**src/rtl/etok_pkg.sv**
```systemverilog
// ----------------------------------------------------------------------------
// Expression tokenizer package
// Shared constants, token codes and queue entry types of the tokenizer.
// ----------------------------------------------------------------------------
package etok_pkg;

  localparam int unsigned MAX_EXPR_LEN_DEF = 4096;
  localparam int unsigned POS_OUT_W        = 12;
  localparam int unsigned QUEUE_DEPTH      = 4;

  localparam logic [63:0] OPERATOR_RESET  = 64'h0000_005E_2F2A_2D2B;
  localparam logic [31:0] SEPARATOR_RESET = 32'h0D0A_0920;

  typedef enum logic [2:0] {
    KIND_NUMBER  = 3'd0,
    KIND_NAME    = 3'd1,
    KIND_OPEN    = 3'd2,
    KIND_CLOSE   = 3'd3,
    KIND_OPER    = 3'd4,
    KIND_END_OK  = 3'd5,
    KIND_END_ERR = 3'd6
  } token_kind_e;

  typedef enum logic [0:0] {
    CFG_OPERATOR  = 1'b0,
    CFG_SEPARATOR = 1'b1
  } cfg_idx_e;

  typedef struct packed {
    token_kind_e          kind;
    logic [7:0]           chr;
    logic [POS_OUT_W-1:0] start_pos;
    logic [POS_OUT_W-1:0] end_pos;
    logic                 last;
  } token_t;

  // Each queue entry holds the one or two tokens yielded by one accepted character.
  typedef struct packed {
    logic   two;
    token_t first;
    token_t second;
  } entry_t;

endpackage

```
**src/rtl/etok_if.sv**
```systemverilog
// ----------------------------------------------------------------------------
// Expression tokenizer channels
// Valid/ready interfaces for characters, tokens and configuration writes.
// ----------------------------------------------------------------------------
interface etok_char_if;
  logic       valid;
  logic       ready;
  logic [7:0] character;

  modport source (output valid, output character, input ready);
  modport sink (input valid, input character, output ready);
endinterface

interface etok_token_if;
  logic        valid;
  logic        ready;
  logic [2:0]  token_kind;
  logic [7:0]  token_char;
  logic [11:0] start_pos;
  logic [11:0] end_pos;
  logic        last;

  modport source (output valid, output token_kind, output token_char,
                  output start_pos, output end_pos, output last, input ready);
  modport sink (input valid, input token_kind, input token_char,
                input start_pos, input end_pos, input last, output ready);
endinterface

interface etok_cfg_if;
  logic        valid;
  logic        ready;
  logic [0:0]  index;
  logic [63:0] data;

  modport source (output valid, output index, output data, input ready);
  modport sink (input valid, input index, input data, output ready);
endinterface

```
**src/rtl/etok_front.sv**
```systemverilog
// ----------------------------------------------------------------------------
// Expression tokenizer front end
// Classifies each character, steps the lexer automaton and queues tokens.
// ----------------------------------------------------------------------------
module etok_front
  import etok_pkg::*;
#(
  parameter int unsigned MaxExprLen = MAX_EXPR_LEN_DEF
) (
  input  logic          clk_i,
  input  logic          rst_ni,
  etok_char_if.sink     char_i,
  etok_cfg_if.sink      cfg_i,
  input  logic          full_i,
  output logic          push_o,
  output entry_t        entry_o
);

  localparam int unsigned PosW = $clog2(MaxExprLen + 1);
  localparam logic [PosW-1:0] PosMax = PosW'(MaxExprLen);

  localparam logic [2:0] ST_START = 3'd0;
  localparam logic [2:0] ST_INT   = 3'd1;
  localparam logic [2:0] ST_FLT   = 3'd2;
  localparam logic [2:0] ST_NAME  = 3'd3;
  localparam logic [2:0] ST_OPEN  = 3'd4;
  localparam logic [2:0] ST_CLOSE = 3'd5;
  localparam logic [2:0] ST_OPER  = 3'd6;

  logic [63:0]     oper_q;
  logic [31:0]     sep_q;
  logic [2:0]      state_q, nx_state;
  logic [PosW-1:0] pos_q, tstart_q, lastnon_q;
  logic            disc_q;

  logic [7:0] c;
  logic       accept;
  logic       dig, let_c, dot, opn, cls, opr, is_sep;
  logic       nx_stop, nx_bad;
  logic       q_data, nx_data, ovf;
  logic       has_pend, has_chr;
  token_t     pend_tok, chr_tok, ovf_tok;

  function automatic logic is_data(input logic [2:0] st);
    return (st == ST_INT) || (st == ST_FLT) || (st == ST_NAME);
  endfunction

  assign c      = char_i.character;
  assign char_i.ready = !full_i;
  assign accept = char_i.valid && char_i.ready;
  assign cfg_i.ready = 1'b1;

  always_comb begin
    dig   = (c >= 8'h30) && (c <= 8'h39);
    let_c = ((c >= 8'h41) && (c <= 8'h5A)) || ((c >= 8'h61) && (c <= 8'h7A));
    dot   = (c == 8'h2E);
    opn   = (c == 8'h28);
    cls   = (c == 8'h29);
    opr   = 1'b0;
    for (int i = 0; i < 8; i++) begin
      if (oper_q[8*i +: 8] != 8'h00 && oper_q[8*i +: 8] == c) begin
        opr = 1'b1;
      end
    end
    // A zero byte never counts as a separator, so a match implies nonzero.
    is_sep = 1'b0;
    for (int i = 0; i < 4; i++) begin
      if (c != 8'h00 && sep_q[8*i +: 8] == c) begin
        is_sep = 1'b1;
      end
    end
  end

  always_comb begin
    nx_state = state_q;
    nx_stop  = 1'b0;
    nx_bad   = 1'b0;
    if (c == 8'h00) begin
      nx_stop = 1'b1;
    end else begin
      unique case (state_q) inside
        ST_START, ST_OPEN, ST_OPER: begin
          if (dig)        nx_state = ST_INT;
          else if (let_c) nx_state = ST_NAME;
          else if (opn)   nx_state = ST_OPEN;
          else if (opr)   nx_state = ST_OPER;
          else            nx_bad   = 1'b1;
        end
        ST_INT: begin
          if (dig)      nx_state = ST_INT;
          else if (dot) nx_state = ST_FLT;
          else if (opr) nx_state = ST_OPER;
          else if (cls) nx_state = ST_CLOSE;
          else          nx_bad   = 1'b1;
        end
        ST_FLT: begin
          if (dig)      nx_state = ST_FLT;
          else if (opr) nx_state = ST_OPER;
          else if (cls) nx_state = ST_CLOSE;
          else          nx_bad   = 1'b1;
        end
        ST_NAME: begin
          if (dig || let_c) nx_state = ST_NAME;
          else if (opn)     nx_state = ST_OPEN;
          else if (opr)     nx_state = ST_OPER;
          else if (cls)     nx_state = ST_CLOSE;
          else              nx_bad   = 1'b1;
        end
        ST_CLOSE: begin
          if (opr)      nx_state = ST_OPER;
          else if (cls) nx_state = ST_CLOSE;
          else          nx_bad   = 1'b1;
        end
        default: nx_bad = 1'b1;
      endcase
    end
  end

  always_comb begin
    ovf     = (pos_q >= PosMax);
    q_data  = is_data(state_q);
    nx_data = !nx_stop && !nx_bad && is_data(nx_state);
    // A pending number or name ends on any change except the integer-to-float step.
    has_pend = q_data && (nx_stop || nx_bad || nx_state != state_q) &&
               !(state_q == ST_INT && nx_data && nx_state == ST_FLT);
    has_chr  = nx_stop || nx_bad ||
               nx_state == ST_OPEN || nx_state == ST_CLOSE || nx_state == ST_OPER;

    pend_tok.kind      = (state_q == ST_NAME) ? KIND_NAME : KIND_NUMBER;
    pend_tok.chr       = 8'h00;
    pend_tok.start_pos = POS_OUT_W'(tstart_q);
    pend_tok.end_pos   = POS_OUT_W'(lastnon_q);
    pend_tok.last      = !has_chr;

    if (nx_stop)                  chr_tok.kind = KIND_END_OK;
    else if (nx_bad)              chr_tok.kind = KIND_END_ERR;
    else if (nx_state == ST_OPEN) chr_tok.kind = KIND_OPEN;
    else if (nx_state == ST_CLOSE) chr_tok.kind = KIND_CLOSE;
    else                          chr_tok.kind = KIND_OPER;
    chr_tok.chr       = (nx_stop || nx_bad) ? 8'h00 : c;
    chr_tok.start_pos = POS_OUT_W'(pos_q);
    chr_tok.end_pos   = POS_OUT_W'(pos_q);
    chr_tok.last      = 1'b1;

    ovf_tok.kind      = KIND_END_ERR;
    ovf_tok.chr       = 8'h00;
    ovf_tok.start_pos = POS_OUT_W'(pos_q);
    ovf_tok.end_pos   = POS_OUT_W'(pos_q);
    ovf_tok.last      = 1'b1;

    if (ovf) begin
      entry_o.two   = 1'b0;
      entry_o.first = ovf_tok;
    end else begin
      entry_o.two   = has_pend && has_chr;
      entry_o.first = has_pend ? pend_tok : chr_tok;
    end
    entry_o.second = chr_tok;

    push_o = accept && !disc_q && (ovf || (!is_sep && (has_pend || has_chr)));
  end

  always_ff @(posedge clk_i or negedge rst_ni) begin
    if (!rst_ni) begin
      oper_q <= OPERATOR_RESET;
      sep_q  <= SEPARATOR_RESET;
    end else if (cfg_i.valid) begin
      case (cfg_idx_e'(cfg_i.index))
        CFG_OPERATOR:  oper_q <= cfg_i.data;
        CFG_SEPARATOR: sep_q  <= cfg_i.data[31:0];
        default:       oper_q <= oper_q;
      endcase
    end
  end

  always_ff @(posedge clk_i or negedge rst_ni) begin
    if (!rst_ni) begin
      state_q   <= ST_START;
      pos_q     <= '0;
      tstart_q  <= '0;
      lastnon_q <= '0;
      disc_q    <= 1'b0;
    end else if (accept) begin
      if (disc_q || ovf || (!is_sep && (nx_stop || nx_bad))) begin
        // Restart on a terminator, or enter discard mode on any error.
        if (c == 8'h00) begin
          state_q   <= ST_START;
          pos_q     <= '0;
          tstart_q  <= '0;
          lastnon_q <= '0;
          disc_q    <= 1'b0;
        end else if (!disc_q && ovf) begin
          disc_q <= 1'b1;
        end else if (!disc_q) begin
          state_q   <= ST_START;
          pos_q     <= '0;
          tstart_q  <= '0;
          lastnon_q <= '0;
          disc_q    <= 1'b1;
        end
      end else if (is_sep) begin
        pos_q <= pos_q + 1'b1;
      end else begin
        if (!q_data && nx_data) begin
          tstart_q <= pos_q;
        end
        state_q   <= nx_state;
        lastnon_q <= pos_q;
        pos_q     <= pos_q + 1'b1;
      end
    end
  end

  assert property (@(posedge clk_i) disable iff (!rst_ni)
    accept && disc_q |-> !push_o)
    else $error("token queued while discarding input");

  assert property (@(posedge clk_i) disable iff (!rst_ni)
    pos_q <= PosMax)
    else $error("position beyond its saturation value");

endmodule

```
**src/rtl/etok_queue.sv**
```systemverilog
// ----------------------------------------------------------------------------
// Expression tokenizer queue
// Short FIFO of token entries between the front end and the output stage.
// ----------------------------------------------------------------------------
module etok_queue
  import etok_pkg::*;
(
  input  logic   clk_i,
  input  logic   rst_ni,
  input  logic   push_i,
  input  entry_t entry_i,
  input  logic   pop_i,
  output entry_t entry_o,
  output logic   empty_o,
  output logic   full_o
);

  localparam int unsigned PtrW = $clog2(QUEUE_DEPTH);
  localparam int unsigned CntW = $clog2(QUEUE_DEPTH + 1);

  entry_t          mem_q [QUEUE_DEPTH];
  logic [PtrW-1:0] wr_ptr_q, rd_ptr_q;
  logic [CntW-1:0] count_q;
  logic            do_push, do_pop;

  assign empty_o = (count_q == '0);
  assign full_o  = (count_q == CntW'(QUEUE_DEPTH));
  assign entry_o = mem_q[rd_ptr_q];
  assign do_push = push_i && !full_o;
  assign do_pop  = pop_i && !empty_o;

  always_ff @(posedge clk_i) begin
    if (do_push) begin
      mem_q[wr_ptr_q] <= entry_i;
    end
  end

  always_ff @(posedge clk_i or negedge rst_ni) begin
    if (!rst_ni) begin
      wr_ptr_q <= '0;
      rd_ptr_q <= '0;
      count_q  <= '0;
    end else begin
      if (do_push) wr_ptr_q <= PtrW'((CntW'(wr_ptr_q) + 1'b1) % CntW'(QUEUE_DEPTH));
      if (do_pop)  rd_ptr_q <= PtrW'((CntW'(rd_ptr_q) + 1'b1) % CntW'(QUEUE_DEPTH));
      if (do_push && !do_pop)      count_q <= count_q + 1'b1;
      else if (do_pop && !do_push) count_q <= count_q - 1'b1;
    end
  end

  assert property (@(posedge clk_i) disable iff (!rst_ni)
    !(push_i && full_o))
    else $error("push into a full token queue");

  assert property (@(posedge clk_i) disable iff (!rst_ni)
    count_q <= CntW'(QUEUE_DEPTH))
    else $error("token queue count overflow");

endmodule

```
**src/rtl/etok_back.sv**
```systemverilog
// ----------------------------------------------------------------------------
// Expression tokenizer output stage
// Takes queue entries and presents their tokens one transfer at a time.
// ----------------------------------------------------------------------------
module etok_back
  import etok_pkg::*;
(
  input  logic          clk_i,
  input  logic          rst_ni,
  input  entry_t        entry_i,
  input  logic          empty_i,
  output logic          pop_o,
  etok_token_if.source  tok_o
);

  entry_t cur_q;
  logic   valid_q, phase_q;
  logic   xfer, final_tok, load;
  token_t sel;

  assign sel       = phase_q ? cur_q.second : cur_q.first;
  assign xfer      = valid_q && tok_o.ready;
  assign final_tok = !cur_q.two || phase_q;
  assign load      = !valid_q || (xfer && final_tok);
  assign pop_o     = load && !empty_i;

  assign tok_o.valid      = valid_q;
  assign tok_o.token_kind = sel.kind;
  assign tok_o.token_char = sel.chr;
  assign tok_o.start_pos  = sel.start_pos;
  assign tok_o.end_pos    = sel.end_pos;
  assign tok_o.last       = sel.last;

  always_ff @(posedge clk_i) begin
    if (load) begin
      cur_q <= entry_i;
    end
  end

  always_ff @(posedge clk_i or negedge rst_ni) begin
    if (!rst_ni) begin
      valid_q <= 1'b0;
      phase_q <= 1'b0;
    end else if (load) begin
      valid_q <= !empty_i;
      phase_q <= 1'b0;
    end else if (xfer) begin
      phase_q <= 1'b1;
    end
  end

  assert property (@(posedge clk_i) disable iff (!rst_ni)
    phase_q |-> valid_q && cur_q.two)
    else $error("second token selected for a single-token entry");

  assert property (@(posedge clk_i) disable iff (!rst_ni)
    xfer && cur_q.two && !phase_q |=> phase_q && valid_q)
    else $error("second token of an entry was skipped");

endmodule

```
**src/rtl/expression_tokenizer.sv**
```systemverilog
// A character's tokens are written into the queue at the edge that accepts
// it, then registered into the output stage, which offers them in turn.
// One character per cycle while the queue is not full; a character yielding
// two tokens takes two output transfers, and a four-entry queue absorbs bursts.
// Reset clears the automaton, position, discard flag and queue at once and
// loads the default operator and separator sets; no clearing pass is needed.
// ----------------------------------------------------------------------------
// Expression tokenizer
// Lexes arithmetic expressions into number, name, bracket and operator tokens.
// ----------------------------------------------------------------------------
module expression_tokenizer
  import etok_pkg::*;
#(
  parameter int unsigned MaxExprLen = MAX_EXPR_LEN_DEF
) (
  input  logic          clk_i,
  input  logic          rst_ni,
  etok_char_if.sink     char_i,
  etok_cfg_if.sink      cfg_i,
  etok_token_if.source  tok_o
);

  logic   push, pop, empty, full;
  entry_t push_entry, head_entry;

  etok_front #(
    .MaxExprLen(MaxExprLen)
  ) u_front (
    .clk_i   (clk_i),
    .rst_ni  (rst_ni),
    .char_i  (char_i),
    .cfg_i   (cfg_i),
    .full_i  (full),
    .push_o  (push),
    .entry_o (push_entry)
  );

  etok_queue u_queue (
    .clk_i   (clk_i),
    .rst_ni  (rst_ni),
    .push_i  (push),
    .entry_i (push_entry),
    .pop_i   (pop),
    .entry_o (head_entry),
    .empty_o (empty),
    .full_o  (full)
  );

  etok_back u_back (
    .clk_i   (clk_i),
    .rst_ni  (rst_ni),
    .entry_i (head_entry),
    .empty_i (empty),
    .pop_o   (pop),
    .tok_o   (tok_o)
  );

endmodule
```
**src/flat_wrapper.sv**
```systemverilog
// flat-port wrapper written by rule: the top's interface ports become plain ports
module expression_tokenizer_flat import etok_pkg::*;
#(
  parameter int unsigned MaxExprLen = MAX_EXPR_LEN_DEF
)
  (clk_i, rst_ni, char_i_valid, char_i_character, char_i_ready, cfg_i_valid, cfg_i_index, cfg_i_data, cfg_i_ready, tok_o_valid, tok_o_token_kind, tok_o_token_char, tok_o_start_pos, tok_o_end_pos, tok_o_last, tok_o_ready);
  etok_char_if char_i_i ();
  etok_cfg_if cfg_i_i ();
  etok_token_if tok_o_i ();
  input  logic clk_i;
  input  logic rst_ni;
  input wire logic [$bits(char_i_i.valid)-1:0] char_i_valid;
  input wire logic [$bits(char_i_i.character)-1:0] char_i_character;
  output wire logic [$bits(char_i_i.ready)-1:0] char_i_ready;
  input wire logic [$bits(cfg_i_i.valid)-1:0] cfg_i_valid;
  input wire logic [$bits(cfg_i_i.index)-1:0] cfg_i_index;
  input wire logic [$bits(cfg_i_i.data)-1:0] cfg_i_data;
  output wire logic [$bits(cfg_i_i.ready)-1:0] cfg_i_ready;
  output wire logic [$bits(tok_o_i.valid)-1:0] tok_o_valid;
  output wire logic [$bits(tok_o_i.token_kind)-1:0] tok_o_token_kind;
  output wire logic [$bits(tok_o_i.token_char)-1:0] tok_o_token_char;
  output wire logic [$bits(tok_o_i.start_pos)-1:0] tok_o_start_pos;
  output wire logic [$bits(tok_o_i.end_pos)-1:0] tok_o_end_pos;
  output wire logic [$bits(tok_o_i.last)-1:0] tok_o_last;
  input wire logic [$bits(tok_o_i.ready)-1:0] tok_o_ready;
  assign char_i_i.valid = char_i_valid;
  assign char_i_i.character = char_i_character;
  assign char_i_ready = char_i_i.ready;
  assign cfg_i_i.valid = cfg_i_valid;
  assign cfg_i_i.index = cfg_i_index;
  assign cfg_i_i.data = cfg_i_data;
  assign cfg_i_ready = cfg_i_i.ready;
  assign tok_o_valid = tok_o_i.valid;
  assign tok_o_token_kind = tok_o_i.token_kind;
  assign tok_o_token_char = tok_o_i.token_char;
  assign tok_o_start_pos = tok_o_i.start_pos;
  assign tok_o_end_pos = tok_o_i.end_pos;
  assign tok_o_last = tok_o_i.last;
  assign tok_o_i.ready = tok_o_ready;
  expression_tokenizer #(.MaxExprLen(MaxExprLen)) u_core (.clk_i(clk_i), .rst_ni(rst_ni), .char_i(char_i_i), .cfg_i(cfg_i_i), .tok_o(tok_o_i));
endmodule
```
**config.mk**
```make
export PLATFORM = sky130hd
export DESIGN_NAME = expression_tokenizer_flat
export DESIGN_NICKNAME = d
export VERILOG_FILES = /design/src/rtl/etok_pkg.sv /design/src/rtl/etok_if.sv /design/src/rtl/etok_front.sv /design/src/rtl/etok_queue.sv /design/src/rtl/etok_back.sv /design/src/rtl/expression_tokenizer.sv /design/src/flat_wrapper.sv
export SDC_FILE = /design/constraint.sdc
export NUM_CORES = 1
export LEC_CHECK = 0
export BUFFER_PORTS_ARGS = -buffer_cell sky130_fd_sc_hd__buf_2
export CAP_MARGIN = 0
export CORE_MARGIN = 3
export CORE_UTILIZATION = 30
export CTS_CLUSTER_DIAMETER = 80
export DETAILED_ROUTE_END_ITERATION = 8
export GPL_TIMING_DRIVEN = 0
export SLEW_MARGIN = 20
export SYNTH_ARGS = -nofsm -noshare
export SYNTH_HDL_FRONTEND = slang
export SYNTH_SLANG_ARGS = --single-unit
```
**constraint.sdc**
```tcl
create_clock -name clk_i -period 4.1 [get_ports clk_i]
set_input_delay 0.205 -clock clk_i [delete_from_list [all_inputs] [get_ports clk_i]]
set_output_delay 0.205 -clock clk_i [all_outputs]
set_load 0.05 [all_outputs]
```
; Yosys cells after proc, flatten, opt, wreduce, memory -nomap -nowiden
; Memories as Yosys holds them, arrays and structs flattened. A register that Yosys moved wholly into a read port is not among the register bits.
; Cells that the tools add are included.
[op_classes]
muxes = 69
bitwise_logic = 1
n_eq_ne = 32
addsub = 5
reduce_logical = 88
magnitude_cmp = 7
[ops]
columns = operator, n
row1 = == test 8 bit, 12
row2 = 2-to-1 mux 36 bit, 2
row3 = nonzero test 8 bit, 9
row4 = 2-to-1 mux 3 bit, 23
row5 = 2-to-1 mux 12 bit, 5
row6 = 2-to-1 mux 13 bit, 4
row7 = 2-to-1 mux 37 bit, 1
row8 = logical AND 1 bit, 36
row9 = 2-to-1 mux 1 bit, 31
row10 = "== test 8 x 6 -> 1 bit, second input constant", 3
row11 = "== test 3 bit, second input constant", 7
row12 = logical OR 1 bit, 17
row13 = ">= comparator 8 x 7 -> 1 bit, second input constant", 2
row14 = "<= comparator 8 x 7 -> 1 bit, second input constant", 2
row15 = one-hot mux 3 bit (5 select lines), 1
row16 = "adder 13 x 1 -> 13 bit, second input constant", 1
row17 = ">= comparator 13 bit, second input constant", 1
row18 = logical NOT 1 bit, 13
row19 = "== test 3 x 2 -> 1 bit, second input constant", 4
row20 = ">= comparator 8 x 6 -> 1 bit, second input constant", 1
row21 = "<= comparator 8 x 6 -> 1 bit, second input constant", 1
row22 = logical NOT 8 bit, 1
row23 = 2-to-1 mux 8 bit, 1
row24 = "== test 3 x 1 -> 1 bit, second input constant", 2
row25 = other kinds (16), 22
[word_totals]
output_inout_bits = 39
mem_count = 1
ff_bits = 147
mem_bits_rw = 288
[memory_table]
columns = name, words, word_bits, rd, rd_ports_with_merged_regs, wr, line
row1 = u_core.u_queue.mem_q, 4, 72, 1, 1, 1, etok_queue.sv:21  ; entry_t mem_q [QUEUE_DEPTH];

; Logic depth before layout (Yosys ltp)
[logic_depth]
depth_word = 33
mapped_depth = 16

; Hierarchy
; Synthesis repeated with hierarchy kept, for this count alone.
[unflattened]
hier_cells = 1252
area_unflattened_um2 = 21610.7
[modules_own_cells]
columns = module, cells_per_inst, n_inst, area_each_um2
row1 = etok_queue, 417, 1, 10949.3
row2 = etok_front, 711, 1, 7922.6
row3 = etok_back, 124, 1, 2738.9

; Least setup slack after synthesis
; Ideal clock, no wire load.
[synth_timing]
kind = input to register
startpoint = input char_i_character[3]
endpoint = memory u_core.u_queue.mem_q[0][12] (netlist name), enable pin
required_ns = 3.676
setup_time_ns = 0.424
path_buffers = 1
cell_stages = 8
arrival_time_ns = 3.554
path_slack_ns = 0.122
path_cell_list = buf_4 -> or3_1 -> or2_2 -> or4_1 -> o21ai_0 -> a21oi_1 -> nor3_2 -> and2_1
[synth_via]
elab_chain_len = 31
word_cells_on_any_way = 110
[synth_rtl]
columns = item, line
row1 = start: declaration, flat_wrapper.sv:13  ; input wire logic [$bits(char_i_i.character)-1:0] char_i_character;
row2 = == test 8 bit, etok_front.sv:61  ; if (oper_q[8*i +: 8] != 8'h00 && oper_q[8*i +: 8] == c) begin
row3 = logical AND 1 bit, etok_front.sv:61
row4 = 2-to-1 mux 1 bit (8 in a row), etok_front.sv:61
row5 = 2-to-1 mux 3 bit, etok_front.sv:86  ; else if (opr) nx_state = ST_OPER;
row6 = 2-to-1 mux 3 bit, etok_front.sv:85  ; else if (opn) nx_state = ST_OPEN;
row7 = 2-to-1 mux 3 bit, etok_front.sv:84  ; else if (let_c) nx_state = ST_NAME;
row8 = 2-to-1 mux 3 bit, etok_front.sv:83  ; if (dig) nx_state = ST_INT;
row9 = one-hot mux 3 bit (5 select lines), etok_front.sv:81  ; unique case (state_q) inside
row10 = [... 9 more ...], n/a
row11 = logical OR 1 bit, etok_front.sv:160  ; push_o = accept && !disc_q && (ovf || (!is_sep && (has_pend || has_chr)));
row12 = logical AND 1 bit *, etok_front.sv:160
row13 = logical OR 1 bit *, etok_front.sv:160
row14 = logical AND 1 bit *, etok_front.sv:160
row15 = logical AND 1 bit *, etok_queue.sv:29  ; assign do_push = push_i && !full_o;
row16 = via u_core.u_queue.do_push, etok_queue.sv:24  ; logic do_push, do_pop;
row17 = 2-to-1 mux 1 bit *, etok_queue.sv:33  ; if (do_push) begin
row18 = 2-to-1 mux 1 bit (implied by the code) *, etok_queue.sv:34  ; mem_q[wr_ptr_q] <= entry_i;
row19 = end: declaration, etok_queue.sv:21
; Mark *: on every way through the listed nets, which the timed path passes. The rest lies on a longest branch.

==> results_dict.tcl <==
set metrics [dict create \
    status "finished clean" \
    cellPowerDensity_nw_per_um2 652 \
    cts.reportedPaths.clkPinSlew_ps 60 \
    max_freq_mhz 264 \
    yosysWarnings 0 \
    cts_setup_buffers 0 \
    critical-path-slowest-cell "nor4_1" \
    rsz0062_at_grt "no" \
    synth_edf_count 300 \
    regArea_um2 12700 \
    tightest_slew_ps 1010 \
    hold_viol 0 \
    drt-total-wl_mm 44.0 \
    yosysTopAreaCellShare 0.471 \
    cp-start-kind "register" \
    cts.sinks 446 \
    die_h_um 258 \
    row_count 91 \
    drcViolationCount 0 \
    avgViaCountPerCell 4.77 \
    nets 1520 \
    cap_violations 0 \
    port_buffers 108 \
    total_power_mw 15.0 \
    clockBufferDepth 3 \
    drtIter0Drc 687 \
    seq_area_frac_synth 0.664 \
    max-vdd-ir-drop_v 0.000318 \
    dpl_cell_area_um2 20900 \
    grt_util_all_layers 0.133 \
    cts_tree "built" \
    cts_buffers 47 \
    grt_remaining_overflow 0 \
    cpLargestDelayFamily "simple AND/OR/NAND/NOR gates" \
    cp.arrival_ps 4070 \
    cp.required_ps 4390 \
    grt_start_max_net_pins 99 \
    final_cell_area_um2 23100 \
    grt_pass1_wl_mm 69.4 \
    relSlewSlack 0.323 \
    dp_hpwl_mm 29.6 \
    ff2ff_path_depth 10 \
    core_um2 62400 \
    synth_cell_types 68 \
    clk_latency_ps 590 \
    synth_top_area_cell "edfxtp_1" \
    synth-seq-cells 446 \
    drv_slew 0 \
    syn_inst 1205 \
    fill_cells 5959 \
    wl_per_cell_um 19.0 \
    async_flop_share 0.327 \
    final_cells 2310 \
    finalCritPeriodShare 0.923 \
    setup_violations 0 \
    antenna_left 0 \
    avgSynthCellArea_um2 15.9 \
    antenna_found_initial 0 \
    netlist_top_cells_area "edfxtp_1 47%, dfrtp_1 15%, mux4_2 7.1%, mux2_2 6.8%, dfstp_2 4.0%" \
    netlist_area_um2 19100 \
    fin_crit_ps 3790 \
    yosysMostFrequentCell "edfxtp_1" \
    multi_input_area_um2 5920 \
    die_area_um2 66800 \
    critical_path_buf_inv_count 1 \
    drive_gt1_frac 0.305 \
    min_path_cells 3 \
    slowest_delay_ps 530 \
    fin_skew_ps 25.1 \
    path_cells "nor4_1, a211oi_1, nand4_1, nand4_1, or2_2, a211oi_2, mux2i_1, a21boi_0, buf_2, nor4_1" \
    dr_total_vias 11000 \
    dp_cells 2156 \
    synth_nets 1291 \
    syn_to_final_growth_pct 20.7 \
    cp-end-kind "register" \
    htree_levels 2 \
    die_x_um 258 \
    initial_core_util 0.306 \
    crit_cells 10 \
    synth_common_cells "300 x edfxtp_1, 117 x dfrtp_1, 115 x mux2_2" \
    crit_fanout 10 \
    place_congestion 0.817 \
    antennaDiodeCount 0 \
    path_class "reg2reg" \
    min_path_type "in2reg" \
    synthFlopType "edfxtp_1" \
    dr.pass1.iters 5 \
    clockRootBuffer "clkbuf_16" \
    first_global_vias 11600 \
    ios 117 \
    leakage_nw 8.51 \
]
==> registers in the layout, indices dropped and copies added, names as in the netlist <==
signal                     cells
u_core.u_front.pos_q          13
u_core.u_front.lastnon_q      12
u_core.u_front.oper_q         64
u_core.u_front.tstart_q       12
u_core.u_back.phase_q          1
u_core.u_front.disc_q          1
u_core.u_queue.mem_q         240
u_core.u_front.state_q         3
u_core.u_front.sep_q          32
u_core.u_back.cur_q           60
u_core.u_queue.wr_ptr_q        2
u_core.u_queue.count_q         3
u_core.u_back.tok_o.valid      1
u_core.u_queue.rd_ptr_q        2
==> through the flow <==
step	hold slack, ps	setup TNS [ps]	util	setup slack, ps
finish	40.3	0	0.370	314
global route	77.5	0	0.370	80.9
CTS	8.02	0	0.370	300
detailed placement	171	0	0.335	152
global placement	438	-394130	0.332	-1650
floorplan	-90.6	0	-	122
==> repair_timing <==
item / 4_1_cts / 5_1_grt
gates resized for setup: 0 / 0
hold buffers: 66 / 0
endpoints found under the hold margin: 145 / 0
==> power breakdown <==
part           switching (mW)  internal, mW  leakage, nW
Combinational            3.02          1.65         3.17
Clock                    1.79          2.37        0.743
Sequential              0.319          5.89         4.60
==> tightest hold or removal path: stages <==
cell and delay (ps):
buf_2 140, nand2_1 130, o31ai_1 90
==> kinds of logic after synthesis <==
family,after synthesis,synth area share
AO/OA/AOI/OAI,135,0.0474
adder cells (fa/ha/maj),8,0.00563
multiplexers,196,0.154
other,1,0.000196
AND/OR/NAND/NOR,200,0.0544
flip-flops,446,0.664
buffers and inverters,117,0.0273
XOR/XNOR,102,0.0467
==> layout by cell type, fill, tap and decap left out, types with 35 or more instances in the layout <==
| cell | instances |
|---|---|
| edfxtp_1 | 300 |
| dfrtp_1 | 117 |
| buf_2 | 116 |
| mux2_2 | 115 |
| xor2_1 | 67 |
| dlygate4sd3_1 | 66 |
| nand2_1 | 63 |
| o21ai_0 | 60 |
| mux4_2 | 60 |
| clkbuf_1 | 48 |
| inv_1 | 47 |
| clkbuf_16 | 47 |
| nor4_1 | 37 |
| nor2_1 | 36 |
| xnor2_1 | 35 |
==> final timing paths <==
path,start,to,slack (ps)
worst min-delay path,char_i_valid,u_core.u_front.disc_q$_DFFE_PN0P_,40
worst max-delay path,u_core.u_front.oper_q[56]$_DFFE_PN0P_,u_core.u_queue.mem_q[0][66]$_DFFE_PP_,310
worst min register to register,u_core.u_front.lastnon_q[0]$_DFFE_PN0P_,u_core.u_front.lastnon_q[0]$_DFFE_PN0P_,480
min in group asynchronous,rst_ni,u_core.u_front.tstart_q[8]$_DFFE_PN0P_,140
max in group asynchronous,rst_ni,u_core.u_front.sep_q[8]$_DFFE_PN1P_,3110
worst max register to register,u_core.u_front.oper_q[56]$_DFFE_PN0P_,u_core.u_queue.mem_q[0][66]$_DFFE_PP_,310
==> area by class of cell <==
| cell class | instances | share of cell area |
|---|---|---|
| plain buffers | 70 | 0.0152 |
| well taps | 837 | 0.0454 |
| flip-flops and latches | 446 | 0.550 |
| repair buffers | 180 | 0.0590 |
| multi-input cells | 642 | 0.256 |
| clock buffers | 66 | 0.0562 |
| clock inverters | 22 | 0.0100 |
| inverters | 47 | 0.00764 |
==> routing by layer <==
layer,track usage,wire (um),vias to the layer above
li1,-,-,5010
met1,0.179,19600,5686
met2,0.225,21600,252
met3,0.0202,1850,63
met4,0.0348,864,0
met5,0,0,-
Power figures use the tool's default switching activity.
